File: src/rtl/qph_pkg.sv
// ----------------------------------------------------------------------------
// qph_pkg: shared types and constants for the quadratic probe hash table
// Payload structs, result codes and the command/status bundles that join
// the controller and the datapath.
// ----------------------------------------------------------------------------
package qph_pkg;

  localparam int DEF_TABLE_SLOTS = 16;

  localparam int KEY_W        = 31;
  localparam int STATUS_W     = 3;
  localparam int SLOT_FIELD_W = 4;

  // key mod slots by reciprocal multiply, low-bit remainder and one correction
  localparam int RECIP_W   = 32;
  localparam int MOD_STEPS = 3;
  localparam int MOD_CNT_W = $clog2(MOD_STEPS);

  localparam logic REQ_INSERT = 1'b0;
  localparam logic REQ_SEARCH = 1'b1;

  typedef enum logic [STATUS_W-1:0] {
    ST_INSERTED  = 3'd0,
    ST_PRESENT   = 3'd1,
    ST_FULL      = 3'd2,
    ST_FOUND     = 3'd3,
    ST_NOT_FOUND = 3'd4
  } status_t;

  typedef struct packed {
    logic             req_type;
    logic [KEY_W-1:0] key;
  } in_item_t;

  typedef struct packed {
    status_t                 status;
    logic [SLOT_FIELD_W-1:0] slot;
  } out_item_t;

  typedef struct packed {
    logic    clr_we;
    logic    load_in;
    logic    mod_step;
    logic    probe_init;
    logic    rd_en;
    logic    probe_adv;
    logic    ins_we;
    logic    res_load;
    status_t res_status;
    logic    res_use_pos;
    logic    out_load;
  } cmd_t;

  typedef struct packed {
    logic clr_last;
    logic mod_last;
    logic is_search;
    logic slot_valid;
    logic key_match;
    logic probe_last;
  } stat_t;

endpackage

File: src/rtl/qph_ctrl.sv
// ----------------------------------------------------------------------------
// qph_ctrl: request sequencer
// Runs the clearing pass, the key reduction, the probe loop and the result
// transfer, and owns both handshakes.
// ----------------------------------------------------------------------------
module qph_ctrl (
  input  logic           clk,
  input  logic           rst_n,
  input  logic           in_valid,
  output logic           in_stall,
  output logic           out_valid,
  input  logic           out_stall,
  output qph_pkg::cmd_t  cmd,
  input  qph_pkg::stat_t stat
);

  typedef enum logic [2:0] {
    S_CLEAR,
    S_IDLE,
    S_MOD,
    S_SEED,
    S_READ,
    S_CHECK,
    S_RESP
  } state_t;

  state_t state_r, state_nxt;
  logic   out_valid_r, out_valid_nxt;
  logic   out_free;

  assign out_free  = !out_valid_r || !out_stall;
  assign in_stall  = (state_r != S_IDLE);
  assign out_valid = out_valid_r;

  always_comb begin
    cmd       = '0;
    state_nxt = state_r;
    unique case (state_r)
      S_CLEAR: begin
        cmd.clr_we = 1'b1;
        if (stat.clr_last) state_nxt = S_IDLE;
      end
      S_IDLE: begin
        if (in_valid) begin
          cmd.load_in = 1'b1;
          state_nxt   = S_MOD;
        end
      end
      S_MOD: begin
        cmd.mod_step = 1'b1;
        if (stat.mod_last) state_nxt = S_SEED;
      end
      S_SEED: begin
        cmd.probe_init = 1'b1;
        state_nxt      = S_READ;
      end
      S_READ: begin
        cmd.rd_en = 1'b1;
        state_nxt = S_CHECK;
      end
      S_CHECK: begin
        cmd.res_load = 1'b1;
        state_nxt    = S_RESP;
        priority if (!stat.slot_valid) begin
          cmd.res_status  = stat.is_search ? qph_pkg::ST_NOT_FOUND : qph_pkg::ST_INSERTED;
          cmd.res_use_pos = !stat.is_search;
          cmd.ins_we      = !stat.is_search;
        end else if (stat.key_match) begin
          cmd.res_status  = stat.is_search ? qph_pkg::ST_FOUND : qph_pkg::ST_PRESENT;
          cmd.res_use_pos = 1'b1;
        end else if (stat.probe_last) begin
          cmd.res_status  = stat.is_search ? qph_pkg::ST_NOT_FOUND : qph_pkg::ST_FULL;
          cmd.res_use_pos = 1'b0;
        end else begin
          cmd.res_load  = 1'b0;
          cmd.probe_adv = 1'b1;
          state_nxt     = S_READ;
        end
      end
      S_RESP: begin
        if (out_free) begin
          cmd.out_load = 1'b1;
          state_nxt    = S_IDLE;
        end
      end
      default: state_nxt = S_CLEAR;
    endcase
  end

  always_comb begin
    out_valid_nxt = out_valid_r;
    if (out_valid_r && !out_stall) out_valid_nxt = 1'b0;
    if (cmd.out_load) out_valid_nxt = 1'b1;
  end

  always_ff @(posedge clk) begin
    if (!rst_n) begin
      state_r     <= S_CLEAR;
      out_valid_r <= 1'b0;
    end else begin
      state_r     <= state_nxt;
      out_valid_r <= out_valid_nxt;
    end
  end

endmodule

File: src/rtl/qph_dp.sv
// ----------------------------------------------------------------------------
// qph_dp: table datapath
// Key store with per-slot valid bit, reciprocal key mod slots reduction,
// incremental quadratic probe position and the result register.
// ----------------------------------------------------------------------------
module qph_dp #(
  parameter int TABLE_SLOTS = qph_pkg::DEF_TABLE_SLOTS
) (
  input  logic               clk,
  input  logic               rst_n,
  input  qph_pkg::in_item_t  in_data,
  input  qph_pkg::cmd_t      cmd,
  output qph_pkg::stat_t     stat,
  output qph_pkg::out_item_t out_data
);

  localparam int SLOT_W   = $clog2(TABLE_SLOTS);
  localparam int KEY_W    = qph_pkg::KEY_W;
  localparam int RECIP_SH = KEY_W + SLOT_W;
  localparam int PROD_W   = KEY_W + qph_pkg::RECIP_W;
  localparam logic [SLOT_W:0]   SLOTS_X    = (SLOT_W+1)'(TABLE_SLOTS);
  localparam logic [SLOT_W-1:0] LAST_SLOT  = SLOT_W'(TABLE_SLOTS - 1);
  localparam logic [SLOT_W-1:0] LAST_PROBE = SLOT_W'(TABLE_SLOTS - 2);
  localparam logic [qph_pkg::MOD_CNT_W-1:0] LAST_MOD =
    qph_pkg::MOD_CNT_W'(qph_pkg::MOD_STEPS - 1);
  localparam logic [63:0] RECIP_FULL = (64'd1 << RECIP_SH) / 64'(TABLE_SLOTS);
  localparam logic [qph_pkg::RECIP_W-1:0] RECIP = RECIP_FULL[qph_pkg::RECIP_W-1:0];

  // valid bit on top of the stored key
  logic [KEY_W:0] mem [TABLE_SLOTS];
  logic [KEY_W:0] rd_data_r;

  logic [KEY_W-1:0]                key_r;
  logic                            search_r;
  logic [PROD_W-1:0]               prod_r;
  logic [SLOT_W:0]                 diff_r, diff_nxt;
  logic [qph_pkg::MOD_CNT_W-1:0]   mod_cnt_r;
  logic [SLOT_W-1:0]               rem_r, rem_nxt;
  logic [SLOT_W-1:0]               pos_r, pos_nxt;
  logic [SLOT_W-1:0]               inc_r, inc_nxt;
  logic [SLOT_W-1:0]               n_r;
  logic [SLOT_W-1:0]               clr_addr_r;
  qph_pkg::status_t                res_status_r;
  logic [qph_pkg::SLOT_FIELD_W-1:0] res_slot_r;
  qph_pkg::out_item_t              out_data_r;

  logic [SLOT_W:0] pos_sum, inc_sum;
  logic [SLOT_W:0] q_lo, qd_lo, diff_fix;

  // quotient estimate is exact or one low, so the remainder is below twice slots
  always_comb begin
    q_lo     = prod_r[RECIP_SH +: (SLOT_W+1)];
    qd_lo    = q_lo * SLOTS_X;
    diff_nxt = key_r[SLOT_W:0] - qd_lo;
    diff_fix = diff_r;
    if (diff_r >= SLOTS_X) diff_fix = diff_r - SLOTS_X;
    rem_nxt  = diff_fix[SLOT_W-1:0];
  end

  // n^2 steps by 2n+1, both kept below slots
  always_comb begin
    pos_sum = {1'b0, pos_r} + {1'b0, inc_r};
    if (pos_sum >= SLOTS_X) pos_sum = pos_sum - SLOTS_X;
    pos_nxt = pos_sum[SLOT_W-1:0];
    inc_sum = {1'b0, inc_r} + (SLOT_W+1)'(2);
    if (inc_sum >= SLOTS_X) inc_sum = inc_sum - SLOTS_X;
    inc_nxt = inc_sum[SLOT_W-1:0];
  end

  always_ff @(posedge clk) begin
    if (!rst_n) begin
      clr_addr_r <= '0;
    end else if (cmd.clr_we) begin
      clr_addr_r <= clr_addr_r + SLOT_W'(1);
    end
  end

  always_ff @(posedge clk) begin
    if (cmd.load_in) begin
      key_r     <= in_data.key;
      search_r  <= (in_data.req_type == qph_pkg::REQ_SEARCH);
      mod_cnt_r <= '0;
    end else if (cmd.mod_step) begin
      prod_r    <= PROD_W'(key_r) * PROD_W'(RECIP);
      diff_r    <= diff_nxt;
      rem_r     <= rem_nxt;
      mod_cnt_r <= mod_cnt_r + qph_pkg::MOD_CNT_W'(1);
    end
    if (cmd.probe_init) begin
      pos_r <= rem_r;
      inc_r <= SLOT_W'(1);
      n_r   <= '0;
    end else if (cmd.probe_adv) begin
      pos_r <= pos_nxt;
      inc_r <= inc_nxt;
      n_r   <= n_r + SLOT_W'(1);
    end
    if (cmd.res_load) begin
      res_status_r <= cmd.res_status;
      res_slot_r   <= cmd.res_use_pos ? qph_pkg::SLOT_FIELD_W'(pos_r) : '0;
    end
    if (cmd.out_load) begin
      out_data_r.status <= res_status_r;
      out_data_r.slot   <= res_slot_r;
    end
  end

  always_ff @(posedge clk) begin
    if (cmd.clr_we) begin
      mem[clr_addr_r] <= '0;
    end else if (cmd.ins_we) begin
      mem[pos_r] <= {1'b1, key_r};
    end
  end

  always_ff @(posedge clk) begin
    if (cmd.rd_en) rd_data_r <= mem[pos_r];
  end

  assign stat.clr_last   = (clr_addr_r == LAST_SLOT);
  assign stat.mod_last   = (mod_cnt_r == LAST_MOD);
  assign stat.is_search  = search_r;
  assign stat.slot_valid = rd_data_r[KEY_W];
  assign stat.key_match  = (rd_data_r[KEY_W-1:0] == key_r);
  assign stat.probe_last = (n_r == LAST_PROBE);

  assign out_data = out_data_r;

endmodule

File: src/rtl/quadratic_probe_hash_table.sv
// ----------------------------------------------------------------------------
// quadratic_probe_hash_table: open-addressing key table, quadratic probing
// Insert or search of a 31-bit key; home slot key mod slots, probe n at
// home + n*n mod slots, at most slots - 1 probes.
//
//   channel  ports                        payload
//   input    in_valid / in_stall          in_data  : req_type, key
//   result   out_valid / out_stall        out_data : status, slot
//
// One request at a time: accept, key reduction (reciprocal multiply,
// low-bit remainder, one correction), probe seed, then per probe a
// registered table read and a compare, and last the load of the
// result register; at most TABLE_SLOTS - 1 probes.
// Probes go one by one through the single table read port.
// After reset a clearing pass over every slot runs with in_stall high.
// A new request is taken while a result still waits under out_stall.
// ----------------------------------------------------------------------------
module quadratic_probe_hash_table #(
  parameter int TABLE_SLOTS = qph_pkg::DEF_TABLE_SLOTS
) (
  input  logic               clk,
  input  logic               rst_n,
  input  logic               in_valid,
  output logic               in_stall,
  input  qph_pkg::in_item_t  in_data,
  output logic               out_valid,
  input  logic               out_stall,
  output qph_pkg::out_item_t out_data
);

  qph_pkg::cmd_t  cmd;
  qph_pkg::stat_t stat;

  qph_ctrl u_ctrl (
    .clk       (clk),
    .rst_n     (rst_n),
    .in_valid  (in_valid),
    .in_stall  (in_stall),
    .out_valid (out_valid),
    .out_stall (out_stall),
    .cmd       (cmd),
    .stat      (stat)
  );

  qph_dp #(
    .TABLE_SLOTS (TABLE_SLOTS)
  ) u_dp (
    .clk      (clk),
    .rst_n    (rst_n),
    .in_data  (in_data),
    .cmd      (cmd),
    .stat     (stat),
    .out_data (out_data)
  );

endmodule

File: config.mk
export PLATFORM = sky130hd
export DESIGN_NAME = quadratic_probe_hash_table
export DESIGN_NICKNAME = d
export VERILOG_FILES = /design/src/rtl/qph_pkg.sv /design/src/rtl/qph_ctrl.sv /design/src/rtl/qph_dp.sv /design/src/rtl/quadratic_probe_hash_table.sv
export SDC_FILE = /design/constraint.sdc
export NUM_CORES = 1
export LEC_CHECK = 0
export ABC_AREA = 1
export BUFFER_PORTS_ARGS = -buffer_cell sky130_fd_sc_hd__buf_2
export CORE_ASPECT_RATIO = 0.75
export CORE_MARGIN = 2
export CORE_UTILIZATION = 40
export DETAILED_ROUTE_END_ITERATION = 8
export PLACE_DENSITY_LB_ADDON = 0.2
export SYNTH_ARGS = -nofsm -noshare
export SYNTH_HDL_FRONTEND = slang
export SYNTH_HIERARCHICAL = 1
export SYNTH_SLANG_ARGS = --single-unit
File: constraint.sdc
create_clock -name clk -period 5.43 [get_ports clk]
set_input_delay 0.543 -clock clk [delete_from_list [all_inputs] [get_ports clk]]
set_output_delay 0.543 -clock clk [all_outputs]
set_load 0.01 [all_outputs]
==> results.sh <==
export IMPL_path_cells="nor3_1, inv_2, nand2_2, o21ai_0, inv_1, nand3_1, nor2_4"
export IMPL_postSynthCellCount=2153
export IMPL_slew_headroom_pct=12.92
export IMPL_total_power_mw=11.63
export IMPL_p_per_area_mw_per_mm2=409.1
export IMPL_die_area_mm2=0.06513
export IMPL_dp_hpwl_um=39970
export IMPL_drc=0
export IMPL_cts_setup_buffers=0
export IMPL_wire_per_inst_um=22.14
export IMPL_clockRootBuffer="clkbuf_16"
export IMPL_finalClockSkew_ps=33.49
export IMPL_peakVddDrop_uv=244.0
export IMPL_cp_buffers_inverters=2
export IMPL_ant_nets=0
export IMPL_critPathRequiredTime_ps=5670
export IMPL_avgSynthCellArea_um2=11.72
export IMPL_routed_wl_um=67560
export IMPL_slew_violations=0
export IMPL_hold_viol_final=0
export IMPL_place_inst=2935
export IMPL_dieWidth_um=294.0
export IMPL_cts_hold_buf=0
export IMPL_clk_latency_ps=640
export IMPL_ios=45
export IMPL_leakage_nw=9.902
export IMPL_grt_max_degree=186
export IMPL_via_count=16170
export IMPL_synth_edff_count=602
export IMPL_gp_congestion=0.8066
export IMPL_ys_seq_area_share_pct=72.99
export IMPL_grt_overflow_total=0
export IMPL_synth_distinct_cells=34
export IMPL_synthFlopType="edfxtp_1"
export IMPL_grt_usage_pct=20.66
export IMPL_setup_tns_ps=0
export IMPL_htreeDepth=2
export IMPL_drtIter0Drc=1888
export IMPL_drv_cap=0
export IMPL_drive_above_1_share_pct=10.14
export IMPL_synth_warnings=6
export IMPL_finalNonFillerCells=3051
export IMPL_grt_pass1_vias=15120
export IMPL_setup_viol=0
export IMPL_tightest_slew_ps=1303
export IMPL_fp_row_count=79
export IMPL_arrival_ps=3950
export IMPL_critPathMaxFanout=32
export IMPL_grt_pass1_wl_um=99500
export IMPL_wl_met2_um=28150
export IMPL_portBuffers=44
export IMPL_period_share_pct=68.35
export IMPL_syn_num_nets=2197
export IMPL_wl_met1_um=32100
export IMPL_first_pass_iters=5
export IMPL_start_util_pct=40.58
export IMPL_holdWs_ps=84.68
export IMPL_top_layer_used="met5"
export IMPL_cpMaxStageDelayCell="nor2_4"
export IMPL_die_h_um=221.5
export IMPL_rsz0062_at_grt="no"
export IMPL_synth_seq_cells=619
export IMPL_slowest_delay_ps=1080
export IMPL_clk_pin_slew_ps=60
export IMPL_status="finished, final reports clean"
export IMPL_crit_family="simple AND/OR/NAND/NOR gates"
export IMPL_critPathLaunchType="flip-flop"
export IMPL_viasPerCell=5.300
export IMPL_cts_tree="done"
export IMPL_cts_made_buffers=60
export IMPL_cts_sinks=619
export IMPL_hp_class="input pin to flip-flop"
export IMPL_core_area_mm2=0.06217
export IMPL_syn_area_mm2=0.02523
export IMPL_fmax_mhz=269.4
export IMPL_synthToLayoutAreaGrowth_pct=12.68
export IMPL_dr_wl_met3_um=6403
export IMPL_crit_type="flip-flop to flip-flop"
export IMPL_clockBufferDepth=3
export IMPL_finalNetCount=2231
export IMPL_critPathCaptureType="flip-flop"
export IMPL_async_flop_share_pct=0
export IMPL_min_period_ps=3712
export IMPL_antenna_found_initial=5
export IMPL_postCtsResizedCells=0
==> worst paths after layout <==
kind              slack [ps]                      startpoint                         end  cells past startpoint
setup / recovery        1720  u_ctrl/state_r[0]$_SDFFE_PN0P_   u_dp/mem[0][19]$_DFFE_PP_                      7
hold / removal            80                     in_data[15]    u_dp/key_r[15]$_DFFE_PP_                      1
setup reg to reg        1720  u_ctrl/state_r[0]$_SDFFE_PN0P_   u_dp/mem[0][19]$_DFFE_PP_                      7
hold reg to reg          420  u_dp/res_status_r[0]$_DFFE_PP_  u_dp/out_data[4]$_DFFE_PP_                      0
==> cell families after synthesis <==
kind of cell	Yosys count	share of synthesized area, %
adder cells (fa/ha/maj)	8	0.4264
flip-flops	619	72.99
AND/OR/NAND/NOR	975	15.67
buffers and inverters	284	4.859
AO/OA/AOI/OAI	263	5.911
XOR/XNOR	4	0.1389
==> cell type report <==
cell class | count | area (um^2)
fillers | 5584 | 33740
flip-flops and latches | 619 | 18420
multi-input cells | 1250 | 5742
clock buffers | 74 | 1637
well taps | 810 | 1013
inverters | 170 | 645.6
repair buffers | 86 | 573.1
clock inverters | 40 | 399.1
diodes | 2 | 5.005
==> routing by layer <==
| layer | track usage, % | vias up |
|---|---|---|
| li1 | - | 7498 |
| met1 | 32.15 | 8014 |
| met2 | 28.84 | 586 |
| met3 | 5.664 | 70 |
| met4 | 3.917 | 2 |
| met5 | 0 | - |
==> synth_stat cells, types with 7 or more instances <==
library cell / count / area (um^2)
o21ai_1: 12 / 60.06
nor2_1: 392 / 1471
a21oi_1: 22 / 110.1
nand3_1: 204 / 1021
ha_1: 7 / 87.58
nand2_1: 364 / 1366
clkbuf_1: 34 / 127.6
o211ai_1: 66 / 495.5
buf_4: 8 / 60.06
dfxtp_1: 17 / 340.3
edfxtp_1: 602 / 18080
o21ai_0: 160 / 800.8
buf_1: 15 / 56.30
buf_2: 49 / 245.2
inv_1: 165 / 619.3
==> cells in the final DEF, fill, tap and decap left out, drive strengths merged <==
| master | n |
|---|---|
| nand2 | 364 |
| edfxtp | 602 |
| xor2 | 2 |
| diode | 2 |
| clkinv | 26 |
| nand4 | 1 |
| clkbuf | 74 |
| dfxtp | 17 |
| nand3 | 205 |
| inv | 172 |
| bufinv | 7 |
| a211oi | 1 |
| a41oi | 1 |
| o211ai | 66 |
| nand3b | 1 |
| buf | 86 |
| ha | 7 |
| clkinvlp | 5 |
| o21ai | 172 |
| nor4 | 3 |
| nor3 | 6 |
| or2 | 1 |
| a21oi | 23 |
| nor2 | 394 |
| xnor2 | 2 |
| fa | 1 |
==> state kept, by name, summed over array words and instances, names as in the netlist <==
name               cells
u_dp/clr_addr_r        4
u_dp/res_slot_r        4
u_dp/mem             512
u_dp/search_r          1
u_ctrl/state_r         3
u_dp/res_status_r      3
u_dp/key_r            31
u_dp/n_r               4
u_dp/inc_r             3
u_dp/mod_cnt_r         2
u_ctrl/out_valid       1
u_dp/out_data          7
u_dp/rd_data_r        32
u_dp/pos_r             4
u_dp/diff_r            4
u_dp/rem_r             4
==> through the flow <==
step / utilization, % / setup WS [ps] / area [um^2]
final: 45.73 / 1719 / 28430
after global routing: 45.72 / 1513 / 28430
after CTS: 45.72 / 1799 / 28430
after detailed placement: 42.45 / 1803 / 26390
after global placement: 42.45 / 1934 / 26390
after floorplan: - / 2109 / 25230
==> power breakdown <==
| part | leakage [nW] | internal [mW] | switching (mW) |
|---|---|---|---|
| sequential | 4.99 | 5.73 | 0.155 |
| clock | 1.00 | 2.48 | 1.84 |
| combinational | 3.91 | 0.343 | 1.08 |
Power figures use the tool's default switching activity.
